**src/hw/rtl/bpa_ram.sv**
```systemverilog
module bpa_ram #(
	parameter int WIDTH = 8,
	parameter int DEPTH = 16
) (
	input  logic                     clk,
	input  logic                     we,
	input  logic [$clog2(DEPTH)-1:0] waddr,
	input  logic [WIDTH-1:0]         wdata,
	input  logic                     re,
	input  logic [$clog2(DEPTH)-1:0] raddr,
	output logic [WIDTH-1:0]         rdata
);

	logic [WIDTH-1:0] mem_q [DEPTH];

	always_ff @(posedge clk) begin
		if (we) begin
			mem_q[waddr] <= wdata;
		end
		if (re) begin
			rdata <= mem_q[raddr];
		end
	end

endmodule

```
**config.mk**
```make
export PLATFORM = sky130hd
export DESIGN_NAME = bpa_ram
export DESIGN_NICKNAME = d
export VERILOG_FILES = /design/src/hw/rtl/bpa_ram.sv
export SDC_FILE = /design/constraint.sdc
export NUM_CORES = 1
export LEC_CHECK = 0
export ABC_AREA = 1
export BUFFER_PORTS_ARGS = -buffer_cell sky130_fd_sc_hd__buf_2
export CORE_MARGIN = 1.5
export CORE_UTILIZATION = 53
export DETAILED_ROUTE_END_ITERATION = 10
export PLACE_DENSITY = 0.73
export SLEW_MARGIN = 20
export SYNTH_ARGS = -nofsm -noshare
export SYNTH_HDL_FRONTEND = slang
export SYNTH_SLANG_ARGS = --single-unit
```
**constraint.sdc**
```tcl
create_clock -name clk -period 1.15 [get_ports clk]
set_input_delay 0.23 -clock clk [delete_from_list [all_inputs] [get_ports clk]]
set_output_delay 0.23 -clock clk [all_outputs]
set_load 0.02 [all_outputs]
```
==> impl_metrics.ini, run 1 <==
[placement]
dp_slack_ps = -272
place.gp.congestion = 0.844
placedCellCount = 722
place_area_um2 = 6270
hpwl_um = 8110
port_buffers = 26

[timing]
hold_viol_final = 0
rsz0062_at_grt = yes
setup_viol = 8
tightestPinTransition_ps = 396
finalSetupTns_ps = -1290
worst_slack_ps = -221
finalCritPeriodShare_pct = 119
max_freq_mhz = 730
slew_violations = 0
clock_skew_ps = 12.4
layout_min_cycle_time_ps = 1370
hold_slack_ps = 69.5
slew_headroom_pct = 73.6

[clocking]
cts_buffer_depth = 2
tritoncts = yes
postCtsHoldBufs = 0
clock_latency_ps = 530
cts_sinks = 136
clock-root-buffer = clkbuf_8
postCtsSetupBuffers = 0
clkTransAtPathRegs_ps = 60
h-tree-depth = 4
numCtsBuffers = 17

[final_layout]
multi_input_area_um2 = 1370
area_growth_pct = 20.3
n_antenna_cell = 0
nFillCells = 825
final_layout_size_suffix_gt1_share_pct = 19.1
final_cell_mix = 173 x nand2_1, 136 x edfxtp_1, 99 x inv_1, 67 x nand3_1, 29 x nand3_2
finalNetCount = 620
fin_cells = 754
final_common_cell = nand2_1
ff_latch_area_um2 = 4080
fin_area_um2 = 7030

[detailed_routing]
via_count = 3989
drtIter0Drc = 306
viasPerCell = 5.29
drc = 0
ant_nets = 0
wl_per_cell_um = 17.7
first_pass_iters = 4
routed_wl_um = 13400

[critical_path]
worstPathCellList = buf_6
critPathTopFamily = flip-flops
cp_max_fo = 1
cpPeakStageDelay_ps = 450
crit_buf_inv = 1
worst-path-stages = 1
cp_slowest_cell = edfxtp_1
cp.arrival_ps = 1140
critPathKind = flip-flop to output port
startpoint_type = flip-flop
critPathRequiredTime_ps = 920
end_kind = output port
reg2reg_depth = 6

[run_status]
violations = setup timing
status = finished, violations left

[power_and_ir_drop]
intPower_mw = 8.95
power.density_nw_per_um2 = 1650
peakVddDrop_mv = 0.936
p_comb_share_pct = 7.0
switching_share_pct = 22.9
pwr-share-seq_pct = 48.4
p_clk_share_pct = 44.5
leakagePower_nw = 3.05
netSwitchingPower_mw = 2.66

[die]
io_pins = 27
core_area_um2 = 10800
start_util_pct = 54.2
fp-row-count = 38
die_h_um = 108
fp.dieArea_um2 = 11700
fp.dieW_um = 108

[synth]
synth_top_area_share_pct = 69.8
synthTopCellsByArea = edfxtp_1 70%, nand2_1 11%, nand3_1 8.3%
synthDistinctLibCells = 11
synthesis.area_um2 = 5850
ys_seq_elements = 136
synth_nets = 570
yosysSeqAreaShare_pct = 69.8
synth_area_leader_cell = edfxtp_1
yosys_warnings = 0
syn_avg_cell_area_um2 = 10.6
syn_inst = 551

[global_routing]
grt_pass1_vias = 3941
grt_usage_pct = 24.9
grt-ovfl-total = 0
antenna_found_initial = 1
grt_pass1_wl_um = 20700
grt_max_degree = 65

[run]
drv_cap = 0

[worst_hold_path]
hp-class = input pin to flip-flop
min_path_cells = 3
==> worst paths after layout <==
path / from / to / slack, ps
worst max-delay path: rdata[2] / rdata[2] / -220
worst max register to register: mem_q[5][7] / rdata[7] / 30
worst min-delay path: raddr[3] / rdata[3] / 70
worst min register to register: mem_q[10][0] / rdata[0] / 740
==> through the flow <==
stage / total power [mW] / utilization (%)
2_1_floorplan: 6.14 / -
4_1_cts: 11.6 / 63.5
6_report: 11.6 / 65.2
3_5_place_dp: 6.45 / 58.1
5_1_grt: 11.9 / 65.2
3_3_place_gp: 6.43 / 58.1
==> sequential cells by signal, indices dropped and copies added (netlist names) <==
signal / cells
mem_q: 128
rdata: 8
==> kinds of logic (layout without fill, tap and decap cells) <==
family                 after synthesis  after routing  synth area share [%]
AND/OR/NAND/NOR                    289            289                  20.8
flip-flops                         136            136                  69.8
buffers and inverters              126            189                  9.39
==> timing repair <==
action                                  CTS  global route
endpoints found under the setup margin    8            15
pin swaps                                 0             4
gates resized for setup                   8            38
==> metal layers <==
layer / wire [µm] / up-vias / share of wire, % / global-route usage [%]
li1: - / 1880 / - / -
met1: 5400 / 1894 / 40 / 32.6
met2: 6570 / 174 / 49 / 39.8
met3: 921 / 39 / 6.9 / 4.76
met4: 458 / 2 / 3.4 / 12.8
met5: 10 / - / 0.075 / 0
==> power by group through the flow <==
stage,clock network [mW],registers [mW],logic [mW]
after global routing,5.43,5.63,0.894
after global placement,0,5.72,0.715
final,5.17,5.62,0.818
after CTS,5.22,5.62,0.755
after detailed placement,0,5.72,0.733
after floorplan,0,5.74,0.391
==> area by class of cell <==
type                            instances  area share [%]
Multi-Input combinational cell        289            19.5
Clock inverter                         14            2.10
Clock buffer                           18            5.94
Tap cell                              140            2.49
Sequential cell                       136            58.1
Inverter                              102            5.44
Timing Repair Buffer                   55            6.46
==> cell usage after synthesis <==
| cell | instances |
|---|---|
| buf_1 | 1 |
| buf_2 | 13 |
| buf_4 | 4 |
| buf_6 | 6 |
| edfxtp_1 | 136 |
| inv_1 | 100 |
| inv_2 | 2 |
| nand2_1 | 173 |
| nand3_1 | 97 |
| nand3b_1 | 2 |
| nor2_1 | 17 |
(Power assumes the default switching activity.)
==> inputs of run 2 (changes only) <==
--- a/config.mk
+++ b/config.mk
@@ -9,8 +9,10 @@
 export BUFFER_PORTS_ARGS = -buffer_cell sky130_fd_sc_hd__buf_2
 export CORE_MARGIN = 1.5
 export CORE_UTILIZATION = 53
+export CTS_BUF_LIST = sky130_fd_sc_hd__clkbuf_4 sky130_fd_sc_hd__clkbuf_8
 export DETAILED_ROUTE_END_ITERATION = 10
 export PLACE_DENSITY = 0.73
+export RECOVER_POWER = 100
 export SLEW_MARGIN = 20
 export SYNTH_ARGS = -nofsm -noshare
 export SYNTH_HDL_FRONTEND = slang
==> run 2 against run 1 <==
The run still ends with setup timing left. Sequential cell count did not move. Die area did not move. Design area fell by 3.7%. Total power fell by 12%. Register-to-register slack barely moved. Final cell count did not move. Sequential share of layout area rose by 2.2 points.
==> impl_metrics.ini, run 2 (same netlist as run 1, synthesis figures left out) <==
[detailed_routing]
drc = 0
ant_nets = 0
wl_per_cell_um = 17.5
first_pass_iters = 5
drtIter0Drc = 260
via_count = 3956
routed_wl_um = 13200
viasPerCell = 5.25

[clocking]
numCtsBuffers = 17
tritoncts = yes
postCtsHoldBufs = 0
clock-root-buffer = clkbuf_8
cts_buffer_depth = 2
postCtsSetupBuffers = 0
cts_sinks = 136
h-tree-depth = 4
clkTransAtPathRegs_ps = 80
clock_latency_ps = 440

[global_routing]
grt_pass1_vias = 3955
grt_pass1_wl_um = 20300
grt-ovfl-total = 0
grt_max_degree = 65
antenna_found_initial = 1
grt_usage_pct = 24.4

[power_and_ir_drop]
netSwitchingPower_mw = 2.46
power.density_nw_per_um2 = 1510
leakagePower_nw = 2.89
finalPower_mw = 10.3
switching_share_pct = 24.0
p_comb_share_pct = 7.8
intPower_mw = 7.80
pwr-share-seq_pct = 54.8
p_clk_share_pct = 37.5
peakVddDrop_mv = 0.845

[critical_path]
critPathTopFamily = flip-flops
worstPathCellList = buf_6
cpPeakStageDelay_ps = 450
critPathKind = flip-flop to output port
cp.arrival_ps = 1040
reg2reg_slack_ps = 20
critPathRequiredTime_ps = 920
cp_slowest_cell = edfxtp_1
reg2reg_depth = 6
end_kind = output port
crit_buf_inv = 1
cp_max_fo = 1
startpoint_type = flip-flop
r2r-end = rdata[4]
reg2reg_from = mem_q[5][4]

[timing]
layout_min_cycle_time_ps = 1270
hold_viol_final = 0
setup_viol = 8
rsz0062_at_grt = yes
tightestPinTransition_ps = 911
worst_slack_ps = -120
finalSetupTns_ps = -572
slew_violations = 0
slew_headroom_pct = 39.2
clock_skew_ps = 16.1
finalCritPeriodShare_pct = 110
max_freq_mhz = 788

[run_status]
violations = setup timing
status = finished, violations left

[die]
fp-row-count = 38
fp.dieW_um = 108
die_h_um = 108
io_pins = 27
start_util_pct = 54.2
core_area_um2 = 10800
fp.dieArea_um2 = 11700

[final_layout]
largest_reg_flops = 128
finalNetCount = 620
reg_top3 = mem_q (128), rdata (8)
area_growth_pct = 15.9
n_antenna_cell = 0
final_cell_mix = 172 x nand2_1, 136 x edfxtp_1, 99 x inv_1, 71 x nand3_1, 25 x nand3_2
regMostFlops = mem_q
post-route-util_pct = 62.8
final_layout_size_suffix_gt1_share_pct = 15.5
final_common_cell = nand2_1
fin_cells = 754
nFillCells = 874

[placement]
dp_slack_ps = -272
place.gp.congestion = 0.844
port_buffers = 26
placedCellCount = 722
hpwl_um = 8110

[worst_hold_path]
hp-class = input pin to flip-flop
whs_endpoint = rdata[3]
hold_start = raddr[3]
min_path_cells = 3

[run]
drv_cap = 0
## run 2: what timing repair did
| action | CTS | global route |
|---|---|---|
| gates resized for setup | 8 | 37 |
| pin swaps | 0 | 4 |
| setup endpoints to repair | 8 | 15 |
## run 2: stage by stage
stage	instance area (µm²)	hold WS (ps)
after global routing	6770	185
after global placement	6270	578
final	6770	168
after detailed placement	6270	592
after CTS	6680	132
after floorplan	5850	329
## run 2: worst max path at each step
stage	from	end	slack, ps	cells after the start
CTS	rdata[2]	rdata[2]	-130	1
global route	rdata[2]	rdata[2]	-130	1
floorplan	waddr[3]	mem_q[4][0]	-30	2
detailed placement	raddr[0]	rdata[6]	-270	7
global placement	raddr[0]	rdata[7]	-260	7
finish	rdata[2]	rdata[2]	-120	1
## run 2: power groups by stage
stage | clock [mW] | sequential, mW | combinational (mW)
3_3_place_gp | 0 | 5.72 | 0.715
4_1_cts | 3.89 | 5.61 | 0.753
2_1_floorplan | 0 | 5.74 | 0.391
6_report | 3.85 | 5.62 | 0.796
5_1_grt | 4.09 | 5.63 | 0.871
3_5_place_dp | 0 | 5.72 | 0.733
## run 2: layer usage
metal / GRT usage (%) / routed length, µm / vias to the layer above
li1: - / - / 1877
met1: 31.7 / 5370 / 1900
met2: 39.8 / 6660 / 145
met3: 4.94 / 767 / 32
met4: 11.3 / 366 / 2
met5: 0 / 10 / -
## run 2: area by class of cell
class / count / area, µm² / area share, %
clock buffers: 18 / 241 / 3.56
clock inverters: 14 / 148 / 2.18
inverters: 102 / 383 / 5.65
multi-input cells: 289 / 1350 / 20.0
flip-flops and latches: 136 / 4080 / 60.3
well taps: 140 / 175 / 2.59
repair buffers: 55 / 389 / 5.74
==> inputs of run 3 (changes only) <==
--- a/config.mk
+++ b/config.mk
@@ -8,10 +8,10 @@
 export ABC_AREA = 1
 export BUFFER_PORTS_ARGS = -buffer_cell sky130_fd_sc_hd__buf_2
 export CORE_MARGIN = 1.5
-export CORE_UTILIZATION = 53
+export CORE_UTILIZATION = 57
 export CTS_BUF_LIST = sky130_fd_sc_hd__clkbuf_4 sky130_fd_sc_hd__clkbuf_8
 export DETAILED_ROUTE_END_ITERATION = 10
-export PLACE_DENSITY = 0.73
+export PLACE_DENSITY = 0.78
 export RECOVER_POWER = 100
 export SLEW_MARGIN = 20
 export SYNTH_ARGS = -nofsm -noshare
==> run 3 against run 2 <==
The flow still finishes with violations (setup timing). First-iteration DRC count grew 28%. Via count grew 0.63%. Core utilization grew 6.3 points. Register-to-register slack gained 30 ps. Design area grew 0.55%. Combinational power shrank 1%. Die area shrank 6.8%. Sequential share of layout area shrank 0.33 points. Highest routed layer is now met4. Maximum frequency grew 0.44%.
==> impl_metrics.ini, run 3 (same netlist as run 1, synthesis figures left out) <==
[timing]
finalCritPeriodShare_pct = 110
layout_min_cycle_time_ps = 1260
slew_headroom_pct = 38.8
rsz0062_at_grt = yes
slew_violations = 0
setup_viol = 8
finalSetupTns_ps = -759
hold_viol_final = 0
max_freq_mhz = 791
worst_slack_ps = -114
tightestPinTransition_ps = 918
clock_skew_ps = 10.6

[worst_hold_path]
min_path_cells = 1
hp-class = input pin to flip-flop
hold_start = re

[global_routing]
grt_max_degree = 65
grt-ovfl-total = 0
antenna_found_initial = 0
grt_pass1_vias = 3770
grt_pass1_wl_um = 20200
grt_usage_pct = 25.3

[critical_path]
cp_max_fo = 1
critPathKind = flip-flop to output port
reg2reg_depth = 6
reg2reg_from = mem_q[5][3]
startpoint_type = flip-flop
crit_buf_inv = 1
reg2reg_slack_ps = 50
cpPeakStageDelay_ps = 440
worstPathCellList = buf_6
end_kind = output port
cp.arrival_ps = 1030
critPathRequiredTime_ps = 920
cp-endpoint = rdata[7]
worst-path-stages = 1
critPathTopFamily = flip-flops
cp_slowest_cell = edfxtp_1
timing.critical_path.from = rdata[7]
r2r-end = rdata[3]

[power_and_ir_drop]
switching_share_pct = 22.6
peakVddDrop_mv = 0.892
intPower_mw = 8.20
p_clk_share_pct = 39.5
netSwitchingPower_mw = 2.40
power.density_nw_per_um2 = 1560
leakagePower_nw = 2.91
pwr-share-seq_pct = 53.0
p_comb_share_pct = 7.4
finalPower_mw = 10.6

[placement]
place_area_um2 = 6240
dp_slack_ps = -256
place.gp.congestion = 0.959
hpwl_um = 8120
placedCellCount = 715
port_buffers = 26

[final_layout]
regMostFlops = mem_q
finalNetCount = 620
final_layout_size_suffix_gt1_share_pct = 16.0
fin_area_um2 = 6810
final_cell_mix = 170 x nand2_1, 136 x edfxtp_1, 100 x inv_1, 71 x nand3_1, 25 x nand3_2
reg_top3 = mem_q (128), rdata (8)
n_antenna_cell = 0
final_common_cell = nand2_1
largest_reg_flops = 128
fin_cells = 747
area_growth_pct = 16.5

[die]
die_h_um = 104
fp.dieW_um = 104
core_area_um2 = 9860
start_util_pct = 59.3
fp-row-count = 36
fp.dieArea_um2 = 10900
io_pins = 27

[clocking]
cts_buffer_depth = 2
postCtsHoldBufs = 0
clock-root-buffer = clkbuf_8
clock_latency_ps = 440
clkTransAtPathRegs_ps = 70
postCtsSetupBuffers = 0
cts_sinks = 136
tritoncts = yes
numCtsBuffers = 17
h-tree-depth = 4

[detailed_routing]
via_count = 3981
first_pass_iters = 5
ant_nets = 0
viasPerCell = 5.33
drc = 0
wl_per_cell_um = 17.2
routed_wl_um = 12900
drtIter0Drc = 333

[run_status]
status = finished, violations left
violations = setup timing

[run]
drv_cap = 0
==> run 3: cell types whose count changed in the layout (fill, tap and decap cells not counted), sizes merged <==
cell,before,now
clkbuf,46,44
clkinvlp,3,2
bufinv,2,4
clkinv,5,8
inv,106,103
buf,27,28
==> run 3: metrics by stage <==
step | utilization, % | hold WS (ps)
final | 69.1 | 288
after global routing | 69.1 | 268
after CTS | 68.3 | 148
after detailed placement | 63.3 | 605
after global placement | 63.3 | 595
after floorplan | - | 329
==> run 3: routing by layer <==
metal  wire length, µm  GRT usage (%)  share of wire, %
met2              6330           39.4                49
met1              5280           35.0                41
met5                 0              0                 0
met3              1030           7.02               8.0
met4               212           7.54               1.6
==> run 3: timing repair <==
item / in CTS / in global routing
pin swaps: 0 / 8
gates resized for setup: 17 / 30
setup endpoints to repair: 9 / 15
==> run 3: power by group through the flow <==
stage / clock network, mW / logic (mW) / registers (mW)
after floorplan: 0 / 0.391 / 5.74
after global placement: 0 / 0.698 / 5.72
after detailed placement: 0 / 0.717 / 5.73
after CTS: 4.23 / 0.753 / 5.62
after global routing: 4.46 / 0.865 / 5.63
final: 4.19 / 0.788 / 5.62
==> run 3: final cells by class <==
class                      count  area, µm²
clock buffer                  17        234
clock inverter                15        201
fill                         691       3050
inverter                     102        383
multi-input combinational    289       1360
sequential                   136       4080
tap                          133        166
timing repair buffer          55        384
==> run 3: worst min-delay path by stage <==
| stage | end | slack [ps] |
|---|---|---|
| 2_1_floorplan | mem_q[0][0] | 330 |
| 3_3_place_gp | rdata[3] | 590 |
| 3_5_place_dp | rdata[3] | 610 |
| 4_1_cts | rdata[1] | 150 |
| 5_1_grt | rdata[1] | 270 |
| 6_report | rdata[1] | 290 |
